## src/hw/rtl/srs_pkg.sv

```systemverilog
// shared constants, payload types and back-end state codes for the striped read splitter
`default_nettype none

package srs_pkg;

	localparam int unsigned SECTOR_BYTES    = 4096;
	localparam int unsigned SECTORS_PER_CMD = 16;
	localparam int unsigned ZONES_PER_NODE  = 8;
	localparam int unsigned MAX_CMDS        = 64;
	localparam int unsigned QUEUE_DEPTH     = 4;

	localparam int unsigned OFFSET_W = 40;
	localparam int unsigned COUNT_W  = 23;
	localparam int unsigned ZONE_W   = 3;
	localparam int unsigned ZOFF_W   = 25;
	localparam int unsigned NSEC_W   = 5;
	localparam int unsigned COPY_W   = 17;
	localparam int unsigned SKIP_W   = 12;

	localparam int unsigned SEC_W   = $clog2(SECTOR_BYTES);
	localparam int unsigned RUN_W   = (SECTORS_PER_CMD > 1) ? $clog2(SECTORS_PER_CMD) : 1;
	localparam int unsigned LEVEL_W = ZOFF_W;
	localparam int unsigned SPAN_W  = COUNT_W + 1;
	localparam int unsigned STOT_W  = SPAN_W - SEC_W + 1;
	localparam int unsigned SSTART_W = OFFSET_W - SEC_W;

	typedef struct packed {
		logic [OFFSET_W-1:0] byte_offset;
		logic [COUNT_W-1:0]  byte_count;
	} req_t;

	typedef struct packed {
		logic [ZONE_W-1:0] zone_index;
		logic [ZOFF_W-1:0] zone_sector_offset;
		logic [NSEC_W-1:0] sector_count;
		logic [COUNT_W-1:0] buffer_offset;
		logic [COPY_W-1:0] copy_bytes;
		logic [SKIP_W-1:0] skip_bytes;
		logic              last_command;
		logic              split_error;
	} cmd_t;

	// classified request handed from front to back
	typedef struct packed {
		logic               err;
		logic [ZONE_W-1:0]  zone;
		logic [LEVEL_W-1:0] level;
		logic [RUN_W-1:0]   run;
		logic [STOT_W-1:0]  sec_total;
		logic [COUNT_W-1:0] count;
		logic [SKIP_W-1:0]  skip;
	} desc_t;

	typedef enum logic {
		BK_IDLE,
		BK_RUN
	} back_state_t;

endpackage

`default_nettype wire

```

## src/hw/rtl/striped_read_splitter.sv

```systemverilog
// top level of the striped read splitter: front classifier, descriptor queue, command sequencer
//
//   channel | direction | payload | handshake
//   req     | in        | req_t   | req_valid / req_stall
//   cmd     | out       | cmd_t   | cmd_valid / cmd_stall
//
// a request is held in the front register, then waits in the descriptor queue
// the back end loads a descriptor and then emits one command per cycle while cmd_stall
// does not hold the output register; the command sequencer sets the rate
// an oversized request yields a single error transaction
// reset clears the front valid, queue pointers, sequencer state and output valid
// cmd_stall holds the output register; the queue lets the front keep accepting meanwhile until it is full
`default_nettype none

module striped_read_splitter import srs_pkg::*; #(
	parameter int unsigned Q_DEPTH = QUEUE_DEPTH
) (
	input  wire logic clk,
	input  wire logic arst_n,
	input  wire logic req_valid,
	output logic      req_stall,
	input  wire req_t req,
	output logic      cmd_valid,
	input  wire logic cmd_stall,
	output cmd_t      cmd
);

	logic  push;
	desc_t push_desc;
	logic  q_full;
	logic  pop;
	desc_t pop_desc;
	logic  q_valid;

	srs_front u_front (
		.clk       (clk),
		.arst_n    (arst_n),
		.req_valid (req_valid),
		.req_stall (req_stall),
		.req       (req),
		.push      (push),
		.push_desc (push_desc),
		.q_full    (q_full)
	);

	srs_queue #(
		.DEPTH (Q_DEPTH)
	) u_queue (
		.clk       (clk),
		.arst_n    (arst_n),
		.push      (push),
		.push_desc (push_desc),
		.full      (q_full),
		.pop       (pop),
		.pop_desc  (pop_desc),
		.not_empty (q_valid)
	);

	srs_back u_back (
		.clk       (clk),
		.arst_n    (arst_n),
		.q_valid   (q_valid),
		.q_desc    (pop_desc),
		.pop       (pop),
		.cmd_valid (cmd_valid),
		.cmd_stall (cmd_stall),
		.cmd       (cmd)
	);

endmodule

`default_nettype wire

```

## src/hw/rtl/srs_front.sv

```systemverilog
// front end: registers a request, classifies it and pushes a descriptor to the queue
`default_nettype none

module srs_front import srs_pkg::*; (
	input  wire logic  clk,
	input  wire logic  arst_n,
	input  wire logic  req_valid,
	output logic       req_stall,
	input  wire req_t  req,
	output logic       push,
	output desc_t      push_desc,
	input  wire logic  q_full
);

	logic                s1_valid_q;
	req_t                req_s1;
	logic [SEC_W-1:0]    skip;
	logic [SPAN_W-1:0]   span;
	logic [STOT_W-1:0]   sec_total;
	logic [SSTART_W-1:0] start_sector;
	logic [NSEC_W-1:0]   room;
	logic [STOT_W-1:0]   first;
	logic [STOT_W-1:0]   rest;
	logic                empty;
	logic                take;

	always_comb begin
		skip         = SEC_W'(req_s1.byte_offset % SECTOR_BYTES);
		span         = SPAN_W'(req_s1.byte_count) + SPAN_W'(skip);
		sec_total    = STOT_W'(span / SECTOR_BYTES) + STOT_W'((span % SECTOR_BYTES) != 0);
		start_sector = SSTART_W'(req_s1.byte_offset / SECTOR_BYTES);
		room         = NSEC_W'(SECTORS_PER_CMD) - NSEC_W'(start_sector % SECTORS_PER_CMD);
		first        = (STOT_W'(room) > sec_total) ? sec_total : STOT_W'(room);
		rest         = sec_total - first;
		empty        = (sec_total == '0);

		push_desc.err       = (rest > STOT_W'((MAX_CMDS - 1) * SECTORS_PER_CMD));
		push_desc.zone      = ZONE_W'((start_sector / SECTORS_PER_CMD) % ZONES_PER_NODE);
		push_desc.level     = LEVEL_W'(start_sector / (SECTORS_PER_CMD * ZONES_PER_NODE));
		push_desc.run       = RUN_W'(start_sector % SECTORS_PER_CMD);
		push_desc.sec_total = sec_total;
		push_desc.count     = req_s1.byte_count;
		push_desc.skip      = SKIP_W'(skip);
	end

	// a request covering no sectors is dropped here
	assign take      = s1_valid_q && (empty || !q_full);
	assign push      = s1_valid_q && !empty && !q_full;
	assign req_stall = s1_valid_q && !take;

	always_ff @(posedge clk or negedge arst_n) begin
		if (!arst_n) begin
			s1_valid_q <= 1'b0;
		end else if (req_valid && !req_stall) begin
			s1_valid_q <= 1'b1;
		end else if (take) begin
			s1_valid_q <= 1'b0;
		end
	end

	always_ff @(posedge clk) begin
		if (req_valid && !req_stall) begin
			req_s1 <= req;
		end
	end

endmodule

`default_nettype wire

```

## src/hw/rtl/srs_queue.sv

```systemverilog
// small descriptor fifo between front and back
`default_nettype none

module srs_queue import srs_pkg::*; #(
	parameter int unsigned DEPTH = QUEUE_DEPTH
) (
	input  wire logic  clk,
	input  wire logic  arst_n,
	input  wire logic  push,
	input  wire desc_t push_desc,
	output logic       full,
	input  wire logic  pop,
	output desc_t      pop_desc,
	output logic       not_empty
);

	localparam int unsigned PTR_W = (DEPTH > 1) ? $clog2(DEPTH) : 1;
	localparam int unsigned CNT_W = $clog2(DEPTH + 1);

	desc_t            mem_q [DEPTH];
	logic [PTR_W-1:0] wr_ptr_q;
	logic [PTR_W-1:0] rd_ptr_q;
	logic [CNT_W-1:0] fill_q;
	logic             do_push;
	logic             do_pop;

	assign full      = (fill_q == CNT_W'(DEPTH));
	assign not_empty = (fill_q != '0);
	assign do_push   = push && !full;
	assign do_pop    = pop && not_empty;
	assign pop_desc  = mem_q[rd_ptr_q];

	always_ff @(posedge clk or negedge arst_n) begin
		if (!arst_n) begin
			wr_ptr_q <= '0;
			rd_ptr_q <= '0;
			fill_q   <= '0;
		end else begin
			if (do_push) begin
				wr_ptr_q <= (wr_ptr_q == PTR_W'(DEPTH - 1)) ? '0 : wr_ptr_q + 1'b1;
			end
			if (do_pop) begin
				rd_ptr_q <= (rd_ptr_q == PTR_W'(DEPTH - 1)) ? '0 : rd_ptr_q + 1'b1;
			end
			if (do_push && !do_pop) begin
				fill_q <= fill_q + 1'b1;
			end else if (do_pop && !do_push) begin
				fill_q <= fill_q - 1'b1;
			end
		end
	end

	always_ff @(posedge clk) begin
		if (do_push) begin
			mem_q[wr_ptr_q] <= push_desc;
		end
	end

endmodule

`default_nettype wire

```

## src/hw/rtl/srs_back.sv

```systemverilog
// back end: walks a descriptor and emits one media command per cycle while cmd_stall does not hold the output
`default_nettype none

module srs_back import srs_pkg::*; (
	input  wire logic  clk,
	input  wire logic  arst_n,
	input  wire logic  q_valid,
	input  wire desc_t q_desc,
	output logic       pop,
	output logic       cmd_valid,
	input  wire logic  cmd_stall,
	output cmd_t       cmd
);

	back_state_t        state_q;
	back_state_t        state_next;
	logic               err_q;
	logic               first_q;
	logic [ZONE_W-1:0]  zone_q;
	logic [LEVEL_W-1:0] level_q;
	logic [RUN_W-1:0]   run_q;
	logic [STOT_W-1:0]  secs_rem_q;
	logic [COUNT_W-1:0] left_q;
	logic [COUNT_W-1:0] boff_q;
	logic [SKIP_W-1:0]  skip_q;
	logic               cmd_valid_q;
	cmd_t               cmd_q;

	logic [NSEC_W-1:0]  lim;
	logic [NSEC_W-1:0]  nsec;
	logic [COPY_W-1:0]  avail;
	logic [COPY_W-1:0]  cp;
	logic [STOT_W-1:0]  sec_next;
	logic               last;
	logic               zone_wrap;
	logic               out_free;
	logic               emit;
	logic               done;
	cmd_t               cmd_next;

	always_comb begin
		lim       = NSEC_W'(SECTORS_PER_CMD) - (first_q ? NSEC_W'(run_q) : '0);
		nsec      = (STOT_W'(lim) < secs_rem_q) ? lim : NSEC_W'(secs_rem_q);
		avail     = COPY_W'(nsec) * COPY_W'(SECTOR_BYTES) - COPY_W'(skip_q);
		cp        = (COUNT_W'(avail) > left_q) ? COPY_W'(left_q) : avail;
		sec_next  = secs_rem_q - STOT_W'(nsec);
		last      = (sec_next == '0);
		zone_wrap = (zone_q == ZONE_W'(ZONES_PER_NODE - 1));

		cmd_next = '0;
		if (err_q) begin
			cmd_next.split_error = 1'b1;
		end else begin
			cmd_next.zone_index         = zone_q;
			cmd_next.zone_sector_offset = ZOFF_W'(level_q * SECTORS_PER_CMD)
				+ (first_q ? ZOFF_W'(run_q) : '0);
			cmd_next.sector_count       = nsec;
			cmd_next.buffer_offset      = boff_q;
			cmd_next.copy_bytes         = cp;
			cmd_next.skip_bytes         = skip_q;
			cmd_next.last_command       = last;
		end
	end

	assign out_free = !cmd_valid_q || !cmd_stall;

	always_comb begin
		state_next = state_q;
		case (state_q)
			BK_IDLE: begin
				if (q_valid) begin
					state_next = BK_RUN;
				end
			end
			BK_RUN: begin
				if (done) begin
					state_next = BK_IDLE;
				end
			end
			default: state_next = BK_IDLE;
		endcase
	end

	always_comb begin
		pop  = (state_q == BK_IDLE) && q_valid;
		emit = (state_q == BK_RUN) && out_free;
		done = emit && (err_q || last);
	end

	always_ff @(posedge clk or negedge arst_n) begin
		if (!arst_n) begin
			state_q     <= BK_IDLE;
			cmd_valid_q <= 1'b0;
		end else begin
			state_q <= state_next;
			if (emit) begin
				cmd_valid_q <= 1'b1;
			end else if (!cmd_stall) begin
				cmd_valid_q <= 1'b0;
			end
		end
	end

	always_ff @(posedge clk) begin
		if (pop) begin
			err_q      <= q_desc.err;
			first_q    <= 1'b1;
			zone_q     <= q_desc.zone;
			level_q    <= q_desc.level;
			run_q      <= q_desc.run;
			secs_rem_q <= q_desc.sec_total;
			left_q     <= q_desc.count;
			boff_q     <= '0;
			skip_q     <= q_desc.skip;
		end else if (emit) begin
			first_q    <= 1'b0;
			secs_rem_q <= sec_next;
			left_q     <= left_q - COUNT_W'(cp);
			boff_q     <= boff_q + COUNT_W'(cp);
			skip_q     <= '0;
			// step to the next zone, wrapping into the next stripe level
			zone_q     <= zone_wrap ? '0 : zone_q + 1'b1;
			if (zone_wrap) begin
				level_q <= level_q + 1'b1;
			end
		end
		if (emit) begin
			cmd_q <= cmd_next;
		end
	end

	assign cmd_valid = cmd_valid_q;
	assign cmd       = cmd_q;

endmodule

`default_nettype wire

```

## config.mk

```make
export PLATFORM = sky130hd
export DESIGN_NAME = striped_read_splitter
export DESIGN_NICKNAME = d
export VERILOG_FILES = /design/src/hw/rtl/srs_pkg.sv /design/src/hw/rtl/striped_read_splitter.sv /design/src/hw/rtl/srs_front.sv /design/src/hw/rtl/srs_queue.sv /design/src/hw/rtl/srs_back.sv
export SDC_FILE = /design/constraint.sdc
export NUM_CORES = 1
export LEC_CHECK = 0
export BUFFER_PORTS_ARGS = -buffer_cell sky130_fd_sc_hd__buf_4
export CORE_MARGIN = 1.5
export CORE_UTILIZATION = 31
export CTS_BUF_LIST = sky130_fd_sc_hd__clkbuf_8
export DETAILED_ROUTE_END_ITERATION = 12
export HOLD_SLACK_MARGIN = 0.05
export PLACE_DENSITY = 0.56
export SLEW_MARGIN = 20
export SYNTH_ARGS = -nofsm -noshare
export SYNTH_HDL_FRONTEND = slang
export SYNTH_SLANG_ARGS = --single-unit
```

## constraint.sdc

```tcl
create_clock -name clk -period 21.6 [get_ports clk]
set_input_delay 2.16 -clock clk [delete_from_list [all_inputs] [get_ports clk]]
set_output_delay 2.16 -clock clk [all_outputs]
set_load 0.01 [all_outputs]
```

# Yosys cells after proc, flatten, opt, wreduce, memory -nomap -nowiden

Memory sizes are Yosys's and may differ from the RTL's.
Cells that the tools add are included.

Bits in registers: 265
Bits in latches: 0
Memory bits (writable): 308
ROM bits: 0
Bits of input ports: 67
Logic and storage cells: 115
Memories kept: 1

Memory list:

| memory        | words | bits a word | read ports | clocked after memory_dff | write ports | line            | source |
|---|---|---|---|---|---|---|---|
| u_queue.mem_q | 4     | 77          | 1          | 0                        | 1           | srs_queue.sv:20 | `desc_t mem_q [DEPTH];` |

Add/sub/neg operators: 16
Multiply operators: 0
Divide/modulo/power cells: 0
Order comparisons: 4
Equal/unequal tests: 5
Shifts and indexed selects: 0
Multiplexer cells: 31
Bitwise gates (word level): 1
Reduce and logical (&&, ||, !) cells: 32

Operators with widths:

| kind                                                                              | number |
|---|---|
| 25-bit two-way mux                                                                | 3 |
| 23-bit two-way mux                                                                | 2 |
| 13-bit two-way mux                                                                | 3 |
| 32-bit nonzero test                                                               | 1 |
| 13-bit zero test                                                                  | 2 |
| 25-bit by 1-bit adder with 25-bit output, second input constant                   | 1 |
| 25-bit adder                                                                      | 1 |
| 23-bit by 12-bit adder with 24-bit output                                         | 1 |
| 12-bit two-way mux                                                                | 2 |
| 23-bit by 17-bit adder with 23-bit output                                         | 1 |
| 17-bit by 23-bit greater-than comparator with 1-bit output                        | 1 |
| 23-bit by 17-bit subtractor with 23-bit output                                    | 1 |
| 17-bit two-way mux                                                                | 1 |
| 17-bit by 12-bit subtractor with 17-bit output                                    | 1 |
| 3-bit two-way mux                                                                 | 5 |
| 12-bit by 1-bit adder with 13-bit output                                          | 1 |
| 13-bit by 10-bit greater-than comparator with 1-bit output, second input constant | 1 |
| 5-bit by 13-bit greater-than comparator with 1-bit output                         | 1 |
| 5-bit by 13-bit less-than comparator with 1-bit output                            | 1 |
| 13-bit subtractor                                                                 | 1 |
| 13-bit by 5-bit subtractor with 13-bit output                                     | 1 |
| 1-bit logical AND                                                                 | 12 |
| 1-bit two-way mux                                                                 | 9 |
| 1-bit zero test                                                                   | 8 |
| other kinds (17)                                                                  | 28 |

# Depth between registers and ports, before layout

Depth in word-level cells: 12
Depth in mapped cells: 36
Gate-level depth less buffers: 36

# Cells and area by module

Synthesis repeated with hierarchy kept, for this count alone.

Cell total of the unflattened synthesis: 1943
Area, all modules: 27480.1 µm²

Modules (own cells, without submodules):

| module    | times used | cells an instance | area each (µm²) | seq. area each (µm²) |
|---|---|---|---|---|
| srs_queue | 1          | 460               | 12132.9         | 9904.5 |
| srs_back  | 1          | 1154              | 11483.5         | 5455.2 |
| srs_front | 1          | 329               | 3863.7          | 1916.8 |

# Worst setup path before layout

Ideal clock, no wire load.

Path type: register to register
Start point: register u_front.req_s1[23] (netlist bit)
End point: register u_front.req_s1, in the netlist u_front.push_desc[12], enable pin
Library setup time: 490 ps
Arrival: 7573 ps
Setup slack: 13536 ps
Stages on the path, launching flop included: 21
Path buffers: 0
Cells stage by stage: edfxtp_1 ha_1 fa_1 a21oi_1 o21bai_1 a2111o_1 and2_1 a21oi_1 o21bai_1 xor2_1 or4_1 ha_1 ha_1 and3_1 a22o_1 o311ai_1 xnor2_1 nand2b_1 a21oi_2 a31oi_1 nor2b_1

RTL lines:

| element                | line            | source |
|---|---|---|
| start, declared        | srs_front.sv:16 | `req_t req_s1;` |
| start signal, assigned | srs_front.sv:63 | `req_s1 <= req;` |

==> impl_metrics.tcl <==
set metrics [dict create \
    num_vias 16073 \
    path_clk_slew_ns 0.06 \
    stdcell_count 3333 \
    netlist_instances 1904 \
    latest_clock_arrival_within_the_worst_skew_pair_ns 0.72 \
    post-route-min-period_ns 8.52 \
    initialDrtViolationCount 936 \
    fmax_mhz 117 \
    p_clk_share_pct 18.5 \
    area_added_between_synthesis_and_finish_pct 16.6 \
    power.net_switching_w 0.00202 \
    total_die_area_um2 87500 \
    layout.nets 2259 \
    worstPathArrival_ns 6.36 \
    fin_skew_ns 0.0689 \
    layout_worst_path_cycle_share_pct 39.4 \
    category_of_the_critical_setup_timing_path "reg -> out" \
    internal_power_w 0.00315 \
    fraction_of_power_consumed_by_combinational_cells_pct 44.3 \
    remaining_drc_errors 0 \
    worst_reg_to_reg_setup_slack_ns 13.48 \
    cellLeakagePower_nw 11.1 \
    tritoncts "built" \
    dp_slack_ns 13.53 \
    wire_per_inst_um 18.8 \
    delay_of_the_slowest_cell_on_the_worst_path_ns 0.52 \
    max_slew_margin_pct 28.4 \
    timing.final.hold_violations 0 \
    chip_width_um 296 \
    cts_num_sinks 569 \
    placement.cell_area_um2 29100 \
    worst_ir_drop_vdd_uv 61.4 \
    smallest_setup_slack_after_layout_ns 13.08 \
    yosys_warnings 0 \
    floorplan.initialDensity_pct 31.3 \
    cp-start-kind "flip-flop" \
    critPathSlowestCell "sky130_fd_sc_hd__or4_1" \
    synth.lib_cells_used.distinct 102 \
    first_global_vias 16611 \
    timing.final.max_slew_violations 0 \
    core_region_area_um2 85000 \
    hold_path.class "reg -> reg" \
    synth-edff-count 535 \
    power_density_nw_per_um2 167 \
    run_status "finished, final reports clean" \
    clockRootBuffer "sky130_fd_sc_hd__clkbuf_8" \
    drtPass1Iterations 5 \
    cp_cell_sequence "ha_1 -> fa_1 -> a21oi_1 -> o21bai_1 -> a2111o_1 -> and2_1 -> a21oi_1 -> o21bai_1 -> xor2_1 -> or4_1 -> ha_1 -> ha_1 -> and3_1 -> a22o_1 -> o311ai_1 -> xnor2_1 -> nand2b_1 -> a21oi_2 -> a31oi_1 -> buf_4" \
    die_height_um 296 \
    io_pins 156 \
    groute.usage.overall_pct 14.4 \
    final_cell_area_um2 31000 \
    rsz0062_at_grt "no" \
    post_cts_resized 0 \
    floorplan.rows 107 \
    power_switching_share_pct 39.1 \
    gp_routability_congestion 0.855 \
    grt-ovfl-total 0 \
    timing.critical_path.mode_cell "sky130_fd_sc_hd__ha_1" \
    pwr-share-seq_pct 37.2 \
    final_util_pct 36.5 \
    portBuffers 155 \
    place.detailed.instances 3157 \
    routed_via_density 4.82 \
    htree_depth 3 \
    final_layout_size_suffix_gt1_share_pct 20.3 \
    most_frequently_used_flop_master_after_synthesis "sky130_fd_sc_hd__edfxtp_1" \
    cap_violations 0 \
    synth-seq-cells 569 \
    grt_antenna_before_repair 1 \
    grt_start_max_net_pins 82 \
    detailed_place_hpwl_um 42400 \
    critPathCaptureType "output pin" \
    route.final.wire_length_um 62800 \
    drtAntennaViolNets 0 \
    cts_post_setup_buffers_inserted 0 \
    setup_tns_ns 0 \
    report.final.setup_viol 0 \
    sequential_cell_area_fraction_in_the_yosys_report_pct 63.2 \
    worstPathMaxFanout 10 \
    async_reset_ff_share_pct 1.76 \
    cp_data_required_time_ns 19.44 \
    max_slew.worst_pin.slew_ns 1.07 \
    synth_area_per_cell_um2 14.0 \
    cts_buffers 94 \
    wire_length_of_the_first_global_routing_pass_um 96400 \
    hold_buffers 0 \
    netlist_area_um2 26600 \
    cts_buffer_depth 3 \
]
## routing by layer
layer,vias up,track usage (%),part of all wire (%)
met3,104,2.53,5.0
li1,7657,-,-
met1,7916,19.3,46
met5,-,0,0
met2,396,23.4,47
met4,0,5.12,2.3
## final timing paths
check,start,to,cells past startpoint
max in group asynchronous,arst_n,u_queue.rd_ptr_q[1]$_DFFE_PN0P_,1
min reg2reg,u_back.boff_q[22]$_SDFFE_PP0P_,u_back.boff_q[22]$_SDFFE_PP0P_,1
max reg2reg,u_back.first_q$_SDFFE_PP1P_,u_back.left_q[18]$_DFFE_PP_,29
min,u_back.boff_q[22]$_SDFFE_PP0P_,u_back.boff_q[22]$_SDFFE_PP0P_,1
min in group asynchronous,arst_n,u_queue.fill_q[1]$_DFFE_PN0P_,1
max,u_front.req_s1[23]$_DFFE_PP_,req_stall,20
## worst max-delay path: cells and delay by family (launching register included)
kind / cells / cell delay [ns]
buf+inv: 1 / 0.22
simple gates: 4 / 1.09
flops: 1 / 0.45
fa+ha+maj: 4 / 1.13
xor+xnor: 2 / 0.51
compound gates: 9 / 2.24
## registers in the layout, summed over array words and instances, names as in the netlist
name / flops
u_back.cmd_valid: 1
u_back.zone_q: 3
u_back.secs_rem_q: 13
u_front.s1_valid_q: 1
u_front.req_s1: 40
u_back.skip_q: 12
u_back.cmd: 87
u_front.push_desc: 23
u_back.err_q: 1
u_back.run_q: 4
u_queue.fill_q: 3
u_back.first_q: 1
u_queue.mem_q: 308
u_back.state_q: 1
u_queue.wr_ptr_q: 2
u_back.boff_q: 23
u_queue.rd_ptr_q: 2
u_back.level_q: 21
u_back.left_q: 23
## Yosys cell counts, drive strengths merged (12+ instances only)
cell,n,area [um2]
a21o,28,211
a31oi,17,113
nand3,40,200
ha,78,976
dfxtp,24,480
and2,30,190
nor3,36,195
or3,12,75.1
xnor2,59,543
o31ai,13,116
buf,14,56.3
nor2,111,429
inv,67,251
nor4,17,149
edfxtp,535,16100
mux4,77,1730
nor2b,80,500
a21oi,80,408
o21a,17,129
o21ai,107,536
nand2,164,618
xor2,47,419
and3,18,113
mux2i,17,183
clkbuf,52,195
## through the flow
stage,hold slack [ns],total power [W]
after floorplan,0.426,0.00354
after global placement,0.447,0.00420
after detailed placement,0.455,0.00425
after CTS,0.464,0.00523
after global routing,0.493,0.00555
final,0.454,0.00516
## power by group through the flow
| stage | logic (W) | registers (W) | clock network [W] |
|---|---|---|---|
| final | 0.00229 | 0.00192 | 0.000958 |
| after global routing | 0.00255 | 0.00196 | 0.00103 |
| after CTS | 0.00231 | 0.00193 | 0.000994 |
| after detailed placement | 0.00230 | 0.00195 | 0 |
| after global placement | 0.00227 | 0.00193 | 0 |
| after floorplan | 0.00165 | 0.00190 | 0 |
## kinds of logic after synthesis
family | share of synthesized area, %
AOI/OAI and AO/OA | 8.63
buffers and inverters | 1.91
and+or+nand+nor | 10.7
muxes | 7.55
other | 0.0141
DFF | 63.2
adders and majority gates | 4.43
xor gates and xnor gates | 3.62
## cell type report
cell class                      instances  area, um2
Antenna cell                            2       5.00
Inverter                               68        258
Clock buffer                           94       1290
Fill cell                            8172      54000
Clock inverter                         80        604
Multi-Input combinational cell       1204       9320
Timing Repair Buffer                  172       1290
Tap cell                             1144       1430
Sequential cell                       569      16800
## placed cells by master, fill, tap and decap left out, types with 78 or more instances in the layout
cell and n:
sky130_fd_sc_hd__nand2_1 163, sky130_fd_sc_hd__inv_1 84, sky130_fd_sc_hd__clkbuf_8 94, sky130_fd_sc_hd__o21ai_0 89, sky130_fd_sc_hd__nor2b_1 79, sky130_fd_sc_hd__ha_1 78, sky130_fd_sc_hd__buf_4 172, sky130_fd_sc_hd__nor2_1 108
sky130_fd_sc_hd__edfxtp_1 535
Note: power is estimated with default switching activity, not from simulation.
